==> src/hdl/qpd_pkg.sv <==
// shared types, constants and helper functions for the quoted-printable decoder
// no dependencies; used by qpd_ctrl, qpd_datapath and the top level
package qpd_pkg;

    localparam int WS_HOLD_DEPTH = 32;
    localparam int CNT_W         = $clog2(WS_HOLD_DEPTH + 1);
    localparam int IDX_W         = (WS_HOLD_DEPTH > 1) ? $clog2(WS_HOLD_DEPTH) : 1;

    localparam logic [7:0] CH_EQ  = 8'h3D;
    localparam logic [7:0] CH_CR  = 8'h0D;
    localparam logic [7:0] CH_LF  = 8'h0A;
    localparam logic [7:0] CH_SP  = 8'h20;
    localparam logic [7:0] CH_TAB = 8'h09;

    localparam logic [1:0] STAT_DATA = 2'd0;
    localparam logic [1:0] STAT_ERR  = 2'd1;
    localparam logic [1:0] STAT_EOS  = 2'd2;

    typedef enum logic [2:0] {
        ST_PLAIN   = 3'd0,
        ST_WS      = 3'd1,
        ST_EQ      = 3'd2,
        ST_HEX2    = 3'd3,
        ST_SOFT_LF = 3'd4,
        ST_HARD_LF = 3'd5,
        ST_ERR     = 3'd6
    } dec_state_t;

    typedef enum logic {
        PH_RUN   = 1'b0,
        PH_FLUSH = 1'b1
    } phase_t;

    typedef enum logic [2:0] {
        EMIT_IN   = 3'd0,
        EMIT_HEX  = 3'd1,
        EMIT_CR   = 3'd2,
        EMIT_LF   = 3'd3,
        EMIT_ERR  = 3'd4,
        EMIT_EOS  = 3'd5,
        EMIT_HELD = 3'd6,
        EMIT_PEND = 3'd7
    } emit_sel_t;

    typedef struct packed {
        logic      emit;
        emit_sel_t emit_sel;
        logic      emit_last;
        logic      hold_first;
        logic      hold_push;
        logic      hold_clear;
        logic      nib_load;
        logic      pend_load;
        logic      pend_lf;
        logic      pend_clear;
        logic      flush_start;
        logic      flush_step;
    } qpd_cmd_t;

    typedef struct packed {
        logic is_eq;
        logic is_cr;
        logic is_lf;
        logic is_ws;
        logic hex_ok;
        logic count_zero;
        logic count_full;
        logic held_left;
        logic idx_last;
        logic pend_valid;
        logic out_free;
        logic lb_mode;
    } qpd_stat_t;

    // {valid, nibble}; only 0-9 and A-F are digits
    function automatic logic [4:0] hex_decode(input logic [7:0] c);
        logic [7:0] t;
        t = 8'h00;
        if (c inside {[8'h30:8'h39]}) begin
            t = c - 8'h30;
            return {1'b1, t[3:0]};
        end else if (c inside {[8'h41:8'h46]}) begin
            t = c - 8'h37;
            return {1'b1, t[3:0]};
        end
        return 5'b0_0000;
    endfunction

endpackage

==> src/hdl/qpd_ctrl.sv <==
// decode and flush state machine of the quoted-printable decoder
// depends on qpd_pkg; drives qpd_datapath through qpd_cmd_t
module qpd_ctrl import qpd_pkg::*; (
    input  logic      aclk,
    input  logic      aresetn,
    input  logic      s_tvalid,
    input  logic      s_tlast,
    output logic      s_tready,
    input  qpd_stat_t stat,
    output qpd_cmd_t  cmd
);

    dec_state_t state_reg, state_next;
    phase_t     phase_reg, phase_next;
    logic       accept;

    assign s_tready = (phase_reg == PH_RUN) && stat.out_free;
    assign accept   = s_tvalid && s_tready;

    always_ff @(posedge aclk) begin
        if (!aresetn) begin
            state_reg <= ST_PLAIN;
            phase_reg <= PH_RUN;
        end else begin
            state_reg <= state_next;
            phase_reg <= phase_next;
        end
    end

    // next state
    always_comb begin
        state_next = state_reg;
        phase_next = phase_reg;
        if (phase_reg == PH_FLUSH) begin
            if (stat.out_free && (!stat.held_left || (stat.idx_last && !stat.pend_valid))) begin
                phase_next = PH_RUN;
            end
        end else if (accept) begin
            if (!(state_reg inside {ST_PLAIN, ST_WS, ST_EQ, ST_HEX2, ST_SOFT_LF,
                                    ST_HARD_LF})) begin
                state_next = ST_ERR;
            end else if (s_tlast) begin
                if (!stat.count_zero) begin
                    state_next = ST_ERR;
                end
            end else begin
                case (state_reg)
                    ST_PLAIN: begin
                        if (stat.is_eq) begin
                            state_next = ST_EQ;
                        end else if (stat.is_cr) begin
                            state_next = ST_HARD_LF;
                        end else if (stat.is_ws) begin
                            state_next = ST_WS;
                        end
                    end
                    ST_WS: begin
                        if (stat.is_ws) begin
                            if (stat.count_full) begin
                                state_next = ST_ERR;
                            end
                        end else if (stat.is_eq) begin
                            state_next = ST_EQ;
                        end else if (stat.is_cr) begin
                            state_next = ST_HARD_LF;
                        end else begin
                            state_next = ST_PLAIN;
                            phase_next = PH_FLUSH;
                        end
                    end
                    ST_EQ: begin
                        if (stat.is_cr) begin
                            state_next = ST_SOFT_LF;
                        end else if (!stat.hex_ok) begin
                            state_next = ST_ERR;
                        end else begin
                            state_next = ST_HEX2;
                            if (!stat.count_zero) begin
                                phase_next = PH_FLUSH;
                            end
                        end
                    end
                    ST_HEX2: begin
                        state_next = stat.hex_ok ? ST_PLAIN : ST_ERR;
                    end
                    ST_SOFT_LF: begin
                        if (stat.is_lf) begin
                            state_next = ST_PLAIN;
                            if (!stat.count_zero) begin
                                phase_next = PH_FLUSH;
                            end
                        end else begin
                            state_next = ST_ERR;
                        end
                    end
                    ST_HARD_LF: begin
                        if (stat.is_lf) begin
                            state_next = ST_PLAIN;
                            if (!stat.lb_mode) begin
                                phase_next = PH_FLUSH;
                            end
                        end else begin
                            state_next = ST_ERR;
                        end
                    end
                    default: state_next = ST_ERR;
                endcase
            end
        end
    end

    // datapath commands
    always_comb begin
        cmd = '0;
        cmd.emit_sel = EMIT_IN;
        if (phase_reg == PH_FLUSH) begin
            if (stat.out_free) begin
                cmd.emit = 1'b1;
                if (stat.held_left) begin
                    cmd.emit_sel   = EMIT_HELD;
                    cmd.emit_last  = stat.idx_last && !stat.pend_valid;
                    cmd.flush_step = 1'b1;
                    cmd.hold_clear = stat.idx_last && !stat.pend_valid;
                end else begin
                    cmd.emit_sel   = EMIT_PEND;
                    cmd.emit_last  = 1'b1;
                    cmd.pend_clear = 1'b1;
                    cmd.hold_clear = 1'b1;
                end
            end
        end else if (accept) begin
            if (!(state_reg inside {ST_PLAIN, ST_WS, ST_EQ, ST_HEX2, ST_SOFT_LF,
                                    ST_HARD_LF})) begin
                cmd.emit      = 1'b1;
                cmd.emit_sel  = EMIT_ERR;
                cmd.emit_last = 1'b1;
            end else if (s_tlast) begin
                cmd.emit      = 1'b1;
                cmd.emit_sel  = stat.count_zero ? EMIT_EOS : EMIT_ERR;
                cmd.emit_last = 1'b1;
            end else begin
                case (state_reg)
                    ST_PLAIN: begin
                        if (stat.is_ws) begin
                            cmd.hold_first = 1'b1;
                        end else if (!stat.is_eq && !stat.is_cr) begin
                            cmd.emit      = 1'b1;
                            cmd.emit_sel  = EMIT_IN;
                            cmd.emit_last = 1'b1;
                        end
                    end
                    ST_WS: begin
                        if (stat.is_ws) begin
                            if (stat.count_full) begin
                                cmd.emit      = 1'b1;
                                cmd.emit_sel  = EMIT_ERR;
                                cmd.emit_last = 1'b1;
                            end else begin
                                cmd.hold_push = 1'b1;
                            end
                        end else if (stat.is_cr) begin
                            cmd.hold_clear = 1'b1;
                        end else if (!stat.is_eq) begin
                            cmd.pend_load   = 1'b1;
                            cmd.flush_start = 1'b1;
                        end
                    end
                    ST_EQ: begin
                        if (!stat.is_cr) begin
                            if (!stat.hex_ok) begin
                                cmd.emit      = 1'b1;
                                cmd.emit_sel  = EMIT_ERR;
                                cmd.emit_last = 1'b1;
                            end else begin
                                cmd.nib_load    = 1'b1;
                                cmd.flush_start = !stat.count_zero;
                            end
                        end
                    end
                    ST_HEX2: begin
                        cmd.emit      = 1'b1;
                        cmd.emit_sel  = stat.hex_ok ? EMIT_HEX : EMIT_ERR;
                        cmd.emit_last = 1'b1;
                    end
                    ST_SOFT_LF: begin
                        if (stat.is_lf) begin
                            cmd.flush_start = !stat.count_zero;
                        end else begin
                            cmd.emit      = 1'b1;
                            cmd.emit_sel  = EMIT_ERR;
                            cmd.emit_last = 1'b1;
                        end
                    end
                    ST_HARD_LF: begin
                        cmd.emit = 1'b1;
                        if (!stat.is_lf) begin
                            cmd.emit_sel  = EMIT_ERR;
                            cmd.emit_last = 1'b1;
                        end else if (stat.lb_mode) begin
                            cmd.emit_sel  = EMIT_LF;
                            cmd.emit_last = 1'b1;
                        end else begin
                            cmd.emit_sel    = EMIT_CR;
                            cmd.pend_load   = 1'b1;
                            cmd.pend_lf     = 1'b1;
                            cmd.flush_start = 1'b1;
                        end
                    end
                    default: begin
                        cmd.emit      = 1'b1;
                        cmd.emit_sel  = EMIT_ERR;
                        cmd.emit_last = 1'b1;
                    end
                endcase
            end
        end
    end

endmodule

==> src/hdl/qpd_datapath.sv <==
// datapath: whitespace hold buffer, escape nibble, pending byte and output register
// depends on qpd_pkg; controlled by qpd_ctrl
module qpd_datapath import qpd_pkg::*; (
    input  logic       aclk,
    input  logic       aresetn,
    input  logic [7:0] in_byte,
    input  logic       cfg_wr_en,
    input  logic       cfg_wr_data,
    input  qpd_cmd_t   cmd,
    output qpd_stat_t  stat,
    output logic       m_tvalid,
    input  logic       m_tready,
    output logic [7:0] m_tdata,
    output logic [1:0] m_tuser,
    output logic       m_tlast
);

    logic             lb_mode_reg;
    logic [3:0]       nib_reg, nib_next;
    logic             ws_tab_reg [WS_HOLD_DEPTH];
    logic [CNT_W-1:0] count_reg, count_next;
    logic [CNT_W-1:0] idx_reg, idx_next;
    logic             pend_valid_reg, pend_valid_next;
    logic [7:0]       pend_byte_reg;
    logic             out_valid_reg, out_valid_next;
    logic [7:0]       out_byte_reg, out_byte_next;
    logic [1:0]       out_status_reg, out_status_next;
    logic             out_last_reg;
    logic [4:0]       hex;
    logic [7:0]       held_byte;

    assign hex       = hex_decode(in_byte);
    assign held_byte = ws_tab_reg[idx_reg[IDX_W-1:0]] ? CH_TAB : CH_SP;

    assign stat.is_eq      = (in_byte == CH_EQ);
    assign stat.is_cr      = (in_byte == CH_CR);
    assign stat.is_lf      = (in_byte == CH_LF);
    assign stat.is_ws      = (in_byte == CH_SP) || (in_byte == CH_TAB);
    assign stat.hex_ok     = hex[4];
    assign stat.count_zero = (count_reg == '0);
    assign stat.count_full = (count_reg == CNT_W'(WS_HOLD_DEPTH));
    assign stat.held_left  = (idx_reg != count_reg);
    assign stat.idx_last   = ((idx_reg + CNT_W'(1)) == count_reg);
    assign stat.pend_valid = pend_valid_reg;
    assign stat.out_free   = !out_valid_reg || m_tready;
    assign stat.lb_mode    = lb_mode_reg;

    always_comb begin
        nib_next = cmd.nib_load ? hex[3:0] : nib_reg;

        count_next = count_reg;
        if (cmd.hold_clear) begin
            count_next = '0;
        end else if (cmd.hold_first) begin
            count_next = CNT_W'(1);
        end else if (cmd.hold_push) begin
            count_next = count_reg + CNT_W'(1);
        end

        idx_next = idx_reg;
        if (cmd.flush_start) begin
            idx_next = '0;
        end else if (cmd.flush_step) begin
            idx_next = idx_reg + CNT_W'(1);
        end

        pend_valid_next = pend_valid_reg;
        if (cmd.pend_load) begin
            pend_valid_next = 1'b1;
        end else if (cmd.pend_clear) begin
            pend_valid_next = 1'b0;
        end

        out_status_next = STAT_DATA;
        case (cmd.emit_sel)
            EMIT_IN:   out_byte_next = in_byte;
            EMIT_HEX:  out_byte_next = {nib_reg, hex[3:0]};
            EMIT_CR:   out_byte_next = CH_CR;
            EMIT_LF:   out_byte_next = CH_LF;
            EMIT_ERR: begin
                out_byte_next   = 8'h00;
                out_status_next = STAT_ERR;
            end
            EMIT_EOS: begin
                out_byte_next   = 8'h00;
                out_status_next = STAT_EOS;
            end
            EMIT_HELD: out_byte_next = held_byte;
            EMIT_PEND: out_byte_next = pend_byte_reg;
            default:   out_byte_next = 8'h00;
        endcase

        out_valid_next = out_valid_reg && !m_tready;
        if (cmd.emit) begin
            out_valid_next = 1'b1;
        end
    end

    always_ff @(posedge aclk) begin
        if (!aresetn) begin
            lb_mode_reg    <= 1'b0;
            nib_reg        <= '0;
            count_reg      <= '0;
            idx_reg        <= '0;
            pend_valid_reg <= 1'b0;
            out_valid_reg  <= 1'b0;
        end else begin
            if (cfg_wr_en) begin
                lb_mode_reg <= cfg_wr_data;
            end
            nib_reg        <= nib_next;
            count_reg      <= count_next;
            idx_reg        <= idx_next;
            pend_valid_reg <= pend_valid_next;
            out_valid_reg  <= out_valid_next;
        end
    end

    // hold buffer keeps one bit per entry: tab or space
    always_ff @(posedge aclk) begin
        if (cmd.hold_first) begin
            ws_tab_reg[0] <= (in_byte == CH_TAB);
        end else if (cmd.hold_push) begin
            ws_tab_reg[count_reg[IDX_W-1:0]] <= (in_byte == CH_TAB);
        end
        if (cmd.pend_load) begin
            pend_byte_reg <= cmd.pend_lf ? CH_LF : in_byte;
        end
        if (cmd.emit) begin
            out_byte_reg   <= out_byte_next;
            out_status_reg <= out_status_next;
            out_last_reg   <= cmd.emit_last;
        end
    end

    assign m_tvalid = out_valid_reg;
    assign m_tdata  = out_byte_reg;
    assign m_tuser  = out_status_reg;
    assign m_tlast  = out_last_reg;

endmodule

==> src/hdl/quoted_printable_decoder_unit.sv <==
// Quoted-printable decoder: one encoded byte per item in, zero or more decoded items out.
// A byte is taken only while the output register is free and no flush is under way. A byte
// that releases held whitespace is followed by each held space or tab in order, and then by
// a trailing plain byte, if any; a hard break in CR LF mode gives CR and then LF. Input
// stalls until the last of these is loaded into the single output register.
// Errors are sticky until reset.
// depends on qpd_pkg, qpd_ctrl and qpd_datapath
module quoted_printable_decoder_unit import qpd_pkg::*; (
    input  logic       aclk,
    input  logic       aresetn,
    input  logic       cfg_wr_en,
    input  logic       cfg_wr_data,   // line_break_mode
    input  logic       s_tvalid,
    output logic       s_tready,
    input  logic [7:0] s_tdata,       // in_byte
    input  logic       s_tlast,       // end_of_input
    output logic       m_tvalid,
    input  logic       m_tready,
    output logic [7:0] m_tdata,       // out_byte
    output logic [1:0] m_tuser,       // status
    output logic       m_tlast        // last
);

    qpd_cmd_t  cmd;
    qpd_stat_t stat;

    qpd_ctrl u_ctrl (
        .aclk     (aclk),
        .aresetn  (aresetn),
        .s_tvalid (s_tvalid),
        .s_tlast  (s_tlast),
        .s_tready (s_tready),
        .stat     (stat),
        .cmd      (cmd)
    );

    qpd_datapath u_datapath (
        .aclk        (aclk),
        .aresetn     (aresetn),
        .in_byte     (s_tdata),
        .cfg_wr_en   (cfg_wr_en),
        .cfg_wr_data (cfg_wr_data),
        .cmd         (cmd),
        .stat        (stat),
        .m_tvalid    (m_tvalid),
        .m_tready    (m_tready),
        .m_tdata     (m_tdata),
        .m_tuser     (m_tuser),
        .m_tlast     (m_tlast)
    );

`ifndef ASSERT_OFF
    a_no_overrun: assert property (@(posedge aclk) disable iff (!aresetn)
        (s_tvalid && s_tready) |-> (!m_tvalid || m_tready))
        else $error("item accepted while output register blocked");

    a_err_last: assert property (@(posedge aclk) disable iff (!aresetn)
        (m_tvalid && (m_tuser == STAT_ERR)) |-> m_tlast)
        else $error("error item not marked last");

    a_err_sticky: assert property (@(posedge aclk) disable iff (!aresetn)
        (m_tvalid && m_tready && (m_tuser == STAT_ERR)) |=>
            (!m_tvalid || (m_tuser == STAT_ERR)))
        else $error("non-error item after error");

    a_no_flush_accept: assert property (@(posedge aclk) disable iff (!aresetn)
        (m_tvalid && !m_tlast) |-> !s_tready)
        else $error("input taken in the middle of a multi-item result");
`endif

endmodule
==> config.mk <==
export PLATFORM = sky130hd
export DESIGN_NAME = quoted_printable_decoder_unit
export DESIGN_NICKNAME = d
export VERILOG_FILES = /design/src/hdl/qpd_pkg.sv /design/src/hdl/qpd_ctrl.sv /design/src/hdl/qpd_datapath.sv /design/src/hdl/quoted_printable_decoder_unit.sv
export SDC_FILE = /design/constraint.sdc
export NUM_CORES = 1
export LEC_CHECK = 0
export BUFFER_PORTS_ARGS = -buffer_cell sky130_fd_sc_hd__buf_2
export CORE_MARGIN = 2
export CORE_UTILIZATION = 50
export CTS_CLUSTER_SIZE = 14
export DETAILED_ROUTE_END_ITERATION = 7
export GPL_TIMING_DRIVEN = 0
export PLACE_DENSITY = 0.7
export RECOVER_POWER = 50
export SYNTH_ARGS = -nofsm -noshare
export SYNTH_HDL_FRONTEND = slang
export SYNTH_SLANG_ARGS = --single-unit
export TNS_END_PERCENT = 30
==> constraint.sdc <==
create_clock -name aclk -period 2.7 [get_ports aclk]
set_input_delay 0.135 -clock aclk [delete_from_list [all_inputs] [get_ports aclk]]
set_output_delay 0.135 -clock aclk [all_outputs]
set_load 0.05 [all_outputs]
# ---- Yosys cells after proc, flatten, opt, wreduce, memory -nomap -nowiden
# Memory sizes are Yosys's and may differ from the RTL's. A register that Yosys moved wholly into a read port is not among the register bits.
# Cells that the tools add are included.
dict set report word_totals {
  register_bits 42
  ramBits 32
  input_bits 15
  out_inout_bits 13
  wordCells 188
  n_memories 1
}
dict set report op_classes {
  addsub 4
  magnitude_cmp 4
  n_eq_ne 23
  mux 110
  bitwise_logic 2
  n_reduce_logical 31
}
# name words width rd rd_clocked_by_memory_dff write_ports line
set mem_list {}
lappend mem_list {u_datapath.ws_tab_reg 32 1 1 1 1 qpd_datapath.sv:20} ;# logic ws_tab_reg [WS_HOLD_DEPTH];
# op count
set op_table {}
lappend op_table {{5-bit two-way mux} 17}
lappend op_table {{1-bit two-way mux} 60}
lappend op_table {{8-bit case mux with 7 select lines} 1}
lappend op_table {{3-bit two-way mux} 16}
lappend op_table {{5-bit case mux with 6 select lines} 1}
lappend op_table {{8-bit by 4-bit equality test with 1-bit output, second input constant} 3}
lappend op_table {{3-bit equality test, second input constant} 6}
lappend op_table {{6-bit two-way mux} 3}
lappend op_table {{8-bit by 6-bit equality test with 1-bit output, second input constant} 2}
lappend op_table {{3-bit case mux with 5 select lines} 1}
lappend op_table {{6-bit by 1-bit adder with 6-bit output, second input constant} 2}
lappend op_table {{3-bit by 2-bit equality test with 1-bit output, second input constant} 4}
lappend op_table {{11-bit two-way mux} 1}
lappend op_table {{2-bit two-way mux} 5}
lappend op_table {{8-bit by 6-bit greater-or-equal comparator with 1-bit output, second input constant} 1}
lappend op_table {{8-bit by 7-bit greater-or-equal comparator with 1-bit output, second input constant} 1}
lappend op_table {{8-bit by 6-bit <= comparator with 1-bit output, second input constant} 1}
lappend op_table {{8-bit by 7-bit <= comparator with 1-bit output, second input constant} 1}
lappend op_table {{1-bit logical AND} 8}
lappend op_table {{1-bit case mux with 4 select lines} 2}
lappend op_table {{2-bit OR reduction} 4}
lappend op_table {{1-bit logical NOT} 7}
lappend op_table {{3-bit by 1-bit equality test with 1-bit output, second input constant} 2}
lappend op_table {{6-bit equality test} 1}
lappend op_table {{19 further kinds} 24}

# ---- Depth between registers and ports, before layout
# Gate-level depths: netlist of run 1.
dict set report depth {
  word_depth 17
  ltp_mapped 10
  ltp_nobuf 8
}

# ---- Hierarchy
# Synthesis of run 1 repeated with hierarchy kept, for this count alone.
dict set report hier_totals {
  hier_cells 471
  hier_area_um2 4440.5
}
# module n_inst cells_per_inst area_per_inst_um2 seq_area_each_um2
set modules_own_cells {}
lappend modules_own_cells {qpd_datapath 1 371 3762.4 2011.9}
lappend modules_own_cells {qpd_ctrl 1 100 678.2 80.1}

# ---- Least setup slack after synthesis of run 1
# OpenSTA, ideal clock, no wires.
dict set report synth_path {
  path_kind {flip-flop to flip-flop}
  startpoint {register u_datapath.count_reg[1]}
  endpoint {register u_datapath.out_byte_reg[3] (netlist: u_datapath.m_tdata[3]) (data pin)}
  setup_ps 157
  arrival_ps 2505
  required_time_ps 2543
  slack_ps 39
  stages_incl_launch_ff 11
  n_path_buf 2
  period_less_slack_ps 2661
  path_cell_list {dfxtp_1 -> clkbuf_1 -> inv_1 -> ha_1 -> or4b_2 -> nor2_1 -> and4_1 -> or3_1 -> buf_2 -> or4_1 -> a32oi_1}
}
dict set report synth_via {
  elab_chain_len 11
  elab_cells_between_ends 23
  classes_between {eq/ne: 9; mux: 11; reduce/logical: 3}
}
# item line
set synth_rtl {}
lappend synth_rtl {{start: declaration} qpd_datapath.sv:21} ;# logic [CNT_W-1:0] count_reg, count_next;
lappend synth_rtl {{start signal: assignment} qpd_datapath.sv:112} ;# count_reg <= count_next;
lappend synth_rtl {{6-bit equality test} qpd_datapath.sv:41} ;# assign stat.count_full = (count_reg == CNT_W'(WS_HOLD_DEPTH));
lappend synth_rtl {{5-bit two-way mux} qpd_ctrl.sv:154} ;# if (stat.count_full) begin
lappend synth_rtl {{5-bit two-way mux} qpd_ctrl.sv:153} ;# if (stat.is_ws) begin
lappend synth_rtl {{5-bit case mux with 6 select lines} qpd_ctrl.sv:142} ;# case (state_reg)
lappend synth_rtl {{5-bit two-way mux} qpd_ctrl.sv:137} ;# end else if (s_tlast) begin
lappend synth_rtl {{5-bit two-way mux} qpd_ctrl.sv:132} ;# if (!(state_reg inside {ST_PLAIN, ST_WS, ST_EQ, ST_HEX2, ST_SOFT_LF,
lappend synth_rtl {{11-bit two-way mux} qpd_ctrl.sv:131} ;# end else if (accept) begin
lappend synth_rtl {{5-bit two-way mux (*)} qpd_ctrl.sv:116} ;# if (phase_reg == PH_FLUSH) begin
lappend synth_rtl {{3-bit equality test} qpd_datapath.sv:75} ;# case (cmd.emit_sel)
lappend synth_rtl {{2-bit OR reduction (no source line)} -}
lappend synth_rtl {{8-bit case mux with 7 select lines (*)} qpd_datapath.sv:75}
lappend synth_rtl {{named net u_datapath.out_byte_next[3]} qpd_datapath.sv:26} ;# logic [7:0] out_byte_reg, out_byte_next;
lappend synth_rtl {{end signal: assignment} qpd_datapath.sv:130} ;# out_byte_reg <= out_byte_next;
lappend synth_rtl {{end: declaration} qpd_datapath.sv:26}
# Mark *: on every way through the listed nets, which the timed path passes. The rest lies on a longest branch.
# A chain may end at the register's enable or synchronous reset.

# ---- Worst setup path after layout of run 1
dict set report layout_path {
  startpoint {register u_datapath.count_reg[0]}
  endpoint {register u_datapath.out_byte_reg[2] (netlist: u_datapath.m_tdata[2]) (data pin)}
}
# Same word-level chain as after synthesis.

==> impl_metrics.tcl, run 1 <==
set metrics [dict create \
    power.switching_uw 706 \
    synth-edff-count 51 \
    fp.coreArea_mm2 0.00868 \
    holdPathStages 3 \
    hp-start "cfg_wr_en" \
    worst-path-buf-inv 2 \
    drv_slew 0 \
    cts_sinks 79 \
    clock_latency_ns 0.37 \
    outcome "completed" \
    syn_inst 437 \
    r2r_end "u_datapath.m_tdata[2]" \
    io_buffers 26 \
    finClkSkew_ns 0.0120 \
    gp_congestion 0.946 \
    critPathCaptureType "register" \
    cpPeakStageDelay_ns 0.62 \
    layout-drive-gt1-share_pct 15.3 \
    final_area_mm2 0.00495 \
    largest_reg_flops 32 \
    comb_power_share_pct 13.0 \
    place_hpwl_um 7740 \
    worstHoldPathType "in -> reg" \
    synth_xor_area_share_pct 2.95 \
    grt_pass1_vias 3409 \
    path_cells "inv_1 -> ha_1 -> or4b_2 -> nor2_2 -> and4_4 -> nor3_1 -> buf_4 -> a222oi_1 -> a21oi_1" \
    path_class "reg -> reg" \
    grt_max_degree 33 \
    syn2layout_area_growth_pct 11.0 \
    cellLeakagePower_nw 1.52 \
    synth_cell_types 78 \
    fmax_ghz 0.374 \
    path_delay_family "simple AND/OR/NAND/NOR gates" \
    clock_path_buffers 2 \
    required_ns 2.81 \
    cp.arrival_ns 2.79 \
    reg2reg_slack_ns 0.03 \
    async_flop_share_pct 0 \
    cts_tree "done" \
    synth-seq-cells 79 \
    path_depth 9 \
    drc 0 \
    totalWireLength_um 10700 \
    grt_first_pass_wirelength_um 17400 \
    syn_nets 460 \
    finalCritPeriodShare_pct 99.0 \
    maxCapViolations 0 \
    ir_drop_uv 215 \
    clk_pin_slew_worst_paths_ns 0.09 \
    synth_top_family_by_area "simple AND/OR/NAND/NOR gates" \
    ioPinCount 28 \
    p_sw_share_pct 28.9 \
    max_slew_margin_pct 5.49 \
    setup_viol 0 \
    period_minus_slack_ns 2.67 \
    drt_iter0_markers 297 \
    antenna_cells 0 \
    worst_slew_pin_slew_ns 1.42 \
    p_int_mw 1.74 \
    power_frac_clock_pct 33.2 \
    hold_violations 0 \
    critPathLaunchType "register" \
    ant_nets 0 \
    via_per_inst 6.24 \
    synth-simple-area-share_pct 21.3 \
    synth_ff_type "edfxtp_1" \
    numCtsBuffers 9 \
    dpl-instance-area_mm2 0.00472 \
    holdPathEnd "u_datapath.lb_mode_reg" \
    root_buffer "clkbuf_8" \
    track_usage_pct 22.7 \
    timing.rr.start "u_datapath.count_reg[0]" \
    cp_slowest_cell "or4b_2" \
    die_h_um 98.4 \
    ctsHtreeMaxLevel 3 \
    dieWidth_um 98.4 \
    grt_overflow 0 \
    synthMuxAreaShare_pct 6.57 \
    pre_cts_ws_ns -0.349 \
    setup_tns_ns 0 \
    seqPwrFrac_pct 53.9 \
    antenna_found_initial 0 \
    synth_compound_area_share_pct 15.7 \
    initial_utilization_pct 51.4 \
    yosysSeqAreaShare_pct 46.9 \
    nFillCells 804 \
    rsz0062_at_grt "true" \
    avgSynthCellArea_um2 10.2 \
    power_density_mw_per_mm2 494 \
    nets 496 \
    die_area_mm2 0.00968 \
    routedWlPerCell_um 18.3 \
    reg2regPathDepth 9 \
    syn-cell-area_mm2 0.00446 \
    critPathMaxFanout 10 \
    vias 3656 \
    fp-row-count 34 \
    yosysWarningCount 0 \
    setup_ws_ns 0.0260 \
    drtPass1Iterations 6 \
    synth_fa_ha_area_share_pct 2.25 \
    finish.utilization_pct 57.0 \
]
==> cells by family (layout without fill, tap and decap cells) <==
logic type	Yosys count	in the layout
mux	18	18
flops	79	79
simple gates	180	180
fa+ha+maj	8	8
compound gates	91	91
buf+inv	46	87
xor+xnor	15	15
==> routing by layer <==
metal	part of all wire [%]	GRT usage [%]	routed length, um	vias up
li1	-	-	-	1747
met1	49	34.1	5250	1764
met2	44	33.8	4740	128
met3	5.3	3.05	570	17
met4	1.7	8.11	180	0
met5	0	0	0	-
==> per-stage QoR <==
stage | hold WS (ns) | cells | power (mW)
final | 0.0218 | 586 | 2.44
after global routing | 0.0632 | 586 | 2.53
after CTS | 0.0175 | 587 | 2.45
after detailed placement | 0.382 | 571 | 1.65
after global placement | 0.380 | 571 | 1.65
after floorplan | 0.253 | 437 | 1.57
==> worst min-delay path, stage by stage <==
cell	delay, ns
buf_2	0.09
mux2i_1	0.06
nor2_1	0.07
==> layout by cell type (no fill, tap or decap), drive strengths merged, types with 9 or more instances in the layout <==
master / count
clkbuf: 47
buf: 17
nor3: 30
mux4: 9
nand3: 15
inv: 16
nand2: 18
dfxtp: 28
o21ai: 10
edfxtp: 51
xnor2: 14
nor2: 54
mux2i: 9
a21oi: 16
==> cell type report <==
cell class	instances	area (um^2)	share of cell area, %
Buffer	29	138	2.78
Tap cell	108	135	2.73
Inverter	15	56.3	1.14
Clock buffer	10	128	2.58
Multi-Input combinational cell	312	2230	45.1
Sequential cell	79	2100	42.4
Clock inverter	6	43.8	0.885
Timing Repair Buffer	27	118	2.38
==> repair_timing <==
action                     4_1_cts  5_1_grt
hold buffers                     1        0
hold endpoints to repair         1        0
setup buffers                    0        0
setup endpoints to repair       52       52
resized for setup               10       22
==> worst max-delay path by stage <==
stage | startpoint | endpoint | slack [ns]
global route | u_datapath.count_reg[0] | u_datapath.m_tdata[2] | -0.07
global placement | u_datapath.count_reg[1] | u_datapath.m_tdata[3] | -0.28
finish | u_datapath.count_reg[0] | u_datapath.m_tdata[2] | 0.03
detailed placement | u_datapath.count_reg[1] | u_datapath.m_tdata[3] | -0.35
floorplan | u_datapath.count_reg[1] | u_datapath.m_tdata[3] | 0.04
CTS | u_datapath.count_reg[2] | u_datapath.count_reg[0] | 0.004
==> power groups by stage <==
stage               clock network (mW)  registers [mW]  logic [mW]
floorplan                            0            1.42       0.153
global placement                     0            1.34       0.307
detailed placement                   0            1.34       0.310
CTS                              0.815            1.32       0.315
global route                     0.869            1.32       0.340
finish                           0.811            1.32       0.317
==> synth_stat cells, types with 3 or more instances <==
| master | number | share of area [%] |
|---|---|---|
| o31ai_1 | 5 | 0.84 |
| nor2_1 | 54 | 4.5 |
| nand4b_1 | 3 | 0.59 |
| o211ai_1 | 4 | 0.67 |
| dfxtp_1 | 28 | 13 |
| or3_1 | 8 | 1.1 |
| nand3_1 | 15 | 1.7 |
| a32oi_1 | 4 | 0.79 |
| buf_1 | 3 | 0.25 |
| nor2b_1 | 4 | 0.56 |
| o41ai_1 | 3 | 0.59 |
| a211oi_1 | 7 | 1.2 |
| o31a_1 | 3 | 0.59 |
| edfxtp_1 | 51 | 34 |
| nand2b_1 | 3 | 0.42 |
| mux2i_1 | 9 | 2.0 |
| and2_1 | 4 | 0.56 |
| a21o_1 | 3 | 0.51 |
| nand2_1 | 18 | 1.5 |
| mux4_2 | 9 | 4.5 |
| or2_2 | 3 | 0.42 |
| clkbuf_1 | 20 | 1.7 |
| nor4_1 | 7 | 0.98 |
| o21ai_0 | 9 | 1.0 |
| and3_1 | 6 | 0.84 |
| buf_2 | 5 | 0.56 |
| nand4_1 | 6 | 0.84 |
| nor3_1 | 30 | 3.4 |
| ha_1 | 8 | 2.2 |
| xnor2_1 | 14 | 2.8 |
| o311ai_0 | 3 | 0.59 |
| a22o_1 | 3 | 0.59 |
| inv_1 | 14 | 1.2 |
| or4_1 | 3 | 0.51 |
| a21oi_1 | 16 | 1.8 |
Note: power is estimated with default switching activity, not from simulation.
==> run 2, diff against run 1 <==
--- a/config.mk
+++ b/config.mk
@@ -11,7 +11,7 @@
 export CTS_CLUSTER_SIZE = 14
 export DETAILED_ROUTE_END_ITERATION = 7
 export GPL_TIMING_DRIVEN = 0
-export PLACE_DENSITY = 0.7
+export PLACE_DENSITY = 0.67
 export RECOVER_POWER = 50
 export SYNTH_ARGS = -nofsm -noshare
 export SYNTH_HDL_FRONTEND = slang
==> impl_metrics.tcl, run 2 (synthesized netlist as in run 1, its figures left out) <==
set metrics [dict create \
    drv_slew 0 \
    io_buffers 26 \
    multi_input_area_mm2 0.00222 \
    place_hpwl_um 7720 \
    numCtsBuffers 9 \
    clock_latency_ns 0.36 \
    antenna_cells 0 \
    routedWlPerCell_um 18.3 \
    grt_first_pass_wirelength_um 17500 \
    drt_iter0_markers 268 \
    cp_slowest_cell "or4_1" \
    grt_max_degree 33 \
    dieWidth_um 98.4 \
    seqPwrFrac_pct 50.9 \
    power_density_mw_per_mm2 518 \
    ioPinCount 28 \
    ir_drop_uv 286 \
    p_int_mw 1.86 \
    antenna_found_initial 0 \
    largest_reg_flops 32 \
    critPathLaunchType "register" \
    power_mw 2.59 \
    path_cells "inv_1 -> ha_1 -> or4b_2 -> nor2_2 -> and4_4 -> or3_1 -> buf_2 -> or4_1 -> a32oi_1" \
    maxCapViolations 0 \
    required_ns 2.88 \
    nets 498 \
    rsz0062_at_grt "true" \
    via_per_inst 6.20 \
    fin_cells 588 \
    outcome "finished with violations" \
    placedCellCount 571 \
    cts_sinks 79 \
    drtPass1Iterations 8 \
    die_h_um 98.4 \
    fp.coreArea_mm2 0.00868 \
    cts_tree "done" \
    critPathCaptureType "register" \
    power_frac_clock_pct 36.9 \
    grt_overflow 0 \
    finClkSkew_ns 0.0150 \
    initial_utilization_pct 51.4 \
    critPathMaxFanout 9 \
    reg2reg_slack_ns 0.05 \
    period_minus_slack_ns 2.65 \
    regArea_mm2 0.00210 \
    fmax_ghz 0.377 \
    cp.arrival_ns 2.83 \
    gp_congestion 0.859 \
    worst-path-buf-inv 2 \
    cpPeakStageDelay_ns 0.55 \
    worstHoldPathType "in -> reg" \
    fp-row-count 34 \
    setup_viol 0 \
    root_buffer "clkbuf_8" \
    clk_pin_slew_worst_paths_ns 0.09 \
    path_delay_family "simple AND/OR/NAND/NOR gates" \
    cellLeakagePower_nw 1.56 \
    clock_path_buffers 2 \
    nFillCells 769 \
    die_area_mm2 0.00968 \
    violations "DRC" \
    grt_pass1_vias 3379 \
    ant_nets 0 \
    ctsHtreeMaxLevel 3 \
    worst_slew_pin_slew_ns 1.01 \
    drc 1 \
    layout_commonest_cell "nor2_1" \
    finalCritPeriodShare_pct 98.1 \
    track_usage_pct 22.7 \
    layout-drive-gt1-share_pct 16.0 \
    totalWireLength_um 10800 \
    path_class "reg -> reg" \
    setup_tns_ns 0 \
    p_sw_share_pct 27.9 \
    syn2layout_area_growth_pct 12.1 \
    max_slew_margin_pct 31.8 \
    final_area_mm2 0.00499 \
    hold_violations 0 \
    vias 3648 \
    dpl-instance-area_mm2 0.00472 \
    layout_common_cells "nor2_1, edfxtp_1, clkbuf_1" \
    power.switching_uw 722 \
    comb_power_share_pct 12.2 \
]
[run 2: cell types whose count changed in the layout (fill, tap and decap cells not counted), moves of 2 or more]
cell / delta
clkbuf_1: -4
nor3b_2: +2
buf_4: +3
buf_2: +2
nor3b_1: -2
[run 2: stage by stage]
step	worst slack, ns	util (%)	hold WS [ns]
after floorplan	0.0386	-	0.253
after global placement	-0.324	54.4	0.375
after detailed placement	-0.370	54.4	0.387
after CTS	-0.0438	57.1	0.0123
after global routing	-0.0374	57.6	0.0527
final	0.0500	57.6	0.0155
[run 2: worst paths after layout]
| check | from | to | depth (start not counted) |
|---|---|---|---|
| max | u_datapath.count_reg[0] | u_datapath.m_tdata[3] | 9 |
| min | cfg_wr_data | u_datapath.lb_mode_reg | 3 |
| max reg2reg | u_datapath.count_reg[0] | u_datapath.m_tdata[3] | 9 |
| min reg2reg | u_datapath.nib_reg[3] | u_datapath.nib_reg[3] | 2 |
[run 2: power groups by stage]
| stage | clock network [mW] | registers [mW] | logic (mW) |
|---|---|---|---|
| after floorplan | 0 | 1.42 | 0.153 |
| after global placement | 0 | 1.34 | 0.309 |
| after detailed placement | 0 | 1.34 | 0.310 |
| after CTS | 0.962 | 1.32 | 0.313 |
| after global routing | 1.01 | 1.32 | 0.337 |
| final | 0.954 | 1.32 | 0.315 |
[run 2: metal layers]
layer / track usage, % / wire length, um / vias to the layer above
met2: 32.3 / 4760 / 148
met4: 6.85 / 109 / 0
met3: 2.98 / 626 / 11
met1: 36.1 / 5290 / 1750
li1: - / - / 1739
met5: 0 / 0 / -
[run 2: area by class of cell]
| class | count | share of cell area [%] |
|---|---|---|
| buffer | 29 | 2.76 |
| tap | 108 | 2.71 |
| inverter | 15 | 1.13 |
| clock inverter | 6 | 1.50 |
| clock buffer | 10 | 2.76 |
| sequential | 79 | 42.1 |
| timing repair buffer | 29 | 2.66 |
| multi-input combinational | 312 | 44.4 |
[run 2: worst register-to-register path, stage by stage (launching register included)]
cell and delay [ns]:
dfxtp_4 0.37, inv_1 0.07, ha_1 0.21, or4b_2 0.23
nor2_2 0.05, and4_4 0.22, or3_1 0.35, buf_2 0.18
or4_1 0.55, a32oi_1 0.25
[run 2: what timing repair did]
action	4_1_cts	5_1_grt
buffers inserted	0	3
pin swaps	0	2
hold buffers	0	0
endpoints found under the setup margin	49	38
gates resized for setup	9	21
==> run 3, diff against run 2 <==
--- a/config.mk
+++ b/config.mk
@@ -11,6 +11,7 @@
 export CTS_CLUSTER_SIZE = 14
 export DETAILED_ROUTE_END_ITERATION = 7
 export GPL_TIMING_DRIVEN = 0
+export MAX_ROUTING_LAYER = met4
 export PLACE_DENSITY = 0.67
 export RECOVER_POWER = 50
 export SYNTH_ARGS = -nofsm -noshare
==> impl_metrics.tcl, run 3 (synthesized netlist as in run 1, its figures left out) <==
set metrics [dict create \
    routedWlPerCell_um 18.4 \
    comb_power_share_pct 12.5 \
    critPathLaunchType "register" \
    outcome "completed" \
    cts_tree "done" \
    reg2reg_slack_ns 0.06 \
    path_class "reg -> reg" \
    ioPinCount 28 \
    die_area_mm2 0.00968 \
    wl_met3_um 711 \
    power.switching_uw 702 \
    cp.arrival_ns 2.83 \
    clk_pin_slew_worst_paths_ns 0.09 \
    fp.coreArea_mm2 0.00868 \
    period_minus_slack_ns 2.64 \
    clock_latency_ns 0.36 \
    grt_overflow 0 \
    layout_commonest_cell "nor2_1" \
    fp-row-count 34 \
    rsz0062_at_grt "true" \
    critPathCaptureType "register" \
    drv_slew 0 \
    clock_path_buffers 2 \
    die_h_um 98.4 \
    track_usage_pct 23.7 \
    dpl-instance-area_mm2 0.00472 \
    power_frac_clock_pct 35.6 \
    setup_tns_ns 0 \
    gp_congestion 0.890 \
    place_hpwl_um 7810 \
    io_buffers 26 \
    syn2layout_area_growth_pct 12.4 \
    ir_drop_uv 307 \
    largest_reg_flops 32 \
    drt_iter0_markers 291 \
    hold_violations 0 \
    worstHoldPathType "in -> reg" \
    cellLeakagePower_nw 1.55 \
    p_sw_share_pct 27.7 \
    antenna_found_initial 0 \
    vias 3631 \
    dieWidth_um 98.4 \
    postCtsHoldBufs 0 \
    seqPwrFrac_pct 51.9 \
    drc 0 \
    numCtsBuffers 9 \
    critPathMaxFanout 9 \
    required_ns 2.89 \
    ant_nets 0 \
    wl_met1_um 5330 \
    wl_met2_um 4730 \
    power_mw 2.54 \
    totalWireLength_um 10900 \
    ctsHtreeMaxLevel 3 \
    cts_sinks 79 \
    drtPass1Iterations 5 \
    via_per_inst 6.16 \
    grt_pass1_vias 3421 \
    layout_common_cells "nor2_1, edfxtp_1, clkbuf_1" \
    worst_slew_pin_slew_ns 0.923 \
    grt_max_degree 33 \
    setup_viol 0 \
    top_layer_used "met4" \
    antenna_cells 0 \
    grt_first_pass_wirelength_um 17700 \
    power_density_mw_per_mm2 506 \
    fmax_ghz 0.379 \
    p_int_mw 1.83 \
    finalCritPeriodShare_pct 97.7 \
    final_area_mm2 0.00501 \
    root_buffer "clkbuf_8" \
    max_slew_margin_pct 38.4 \
    nets 499 \
    layout-drive-gt1-share_pct 16.6 \
    maxCapViolations 0 \
    initial_utilization_pct 51.4 \
    finClkSkew_ns 0.00988 \
]
[run 3: power groups by stage]
stage	sequential, mW	combinational (mW)	clock (mW)
6_report	1.32	0.317	0.902
5_1_grt	1.32	0.342	0.952
4_1_cts	1.32	0.314	0.907
3_5_place_dp	1.34	0.310	0
3_3_place_gp	1.34	0.308	0
2_1_floorplan	1.42	0.153	0
[run 3: area by class of cell]
cell class	count	area, um^2
Sequential cell	79	2100
Clock buffer	10	128
Clock inverter	6	71.3
Buffer	29	138
Multi-Input combinational cell	312	2240
Timing Repair Buffer	30	138
Tap cell	108	135
Fill cell	794	3670
Inverter	15	56.3
[run 3: final timing paths]
kind | depth (start not counted) | from | to
setup / recovery | 9 | u_datapath.count_reg[0] | u_datapath.m_tdata[3]
hold / removal | 3 | cfg_wr_data | u_datapath.lb_mode_reg
setup reg to reg | 9 | u_datapath.count_reg[0] | u_datapath.m_tdata[3]
hold reg to reg | 2 | u_datapath.nib_reg[2] | u_datapath.nib_reg[2]
[run 3: worst max-delay path, cell delays in order, from the launching register on]
cell and delay [ns]:
dfxtp_4 0.39, inv_1 0.08, ha_1 0.21, or4b_2 0.23, nor2_2 0.04, and4_4 0.22
or3_1 0.36, buf_2 0.18, or4_4 0.54, a32oi_2 0.23
[run 3: timing repair]
action	CTS	global route
endpoints found under the setup margin	53	58
buffers inserted	0	4
resized for setup	10	24
pin swaps	0	2
[run 3: metal layers]
layer | up-vias | track usage (%)
met5 | - | -
met4 | 0 | 4.32
met3 | 10 | 4.75
met2 | 132 | 32.5
met1 | 1749 | 36.8
li1 | 1740 | -
[run 3: through the flow]
| step | hold slack (ns) | setup WS [ns] | std cells | util [%] |
|---|---|---|---|---|
| 2_1_floorplan | 0.253 | 0.0386 | 437 | - |
| 3_3_place_gp | 0.373 | -0.362 | 571 | 54.4 |
| 3_5_place_dp | 0.381 | -0.409 | 571 | 54.4 |
| 4_1_cts | 0.0104 | -0.0683 | 586 | 56.9 |
| 5_1_grt | 0.0440 | -0.0693 | 589 | 57.7 |
| 6_report | 0.0142 | 0.0620 | 589 | 57.7 |
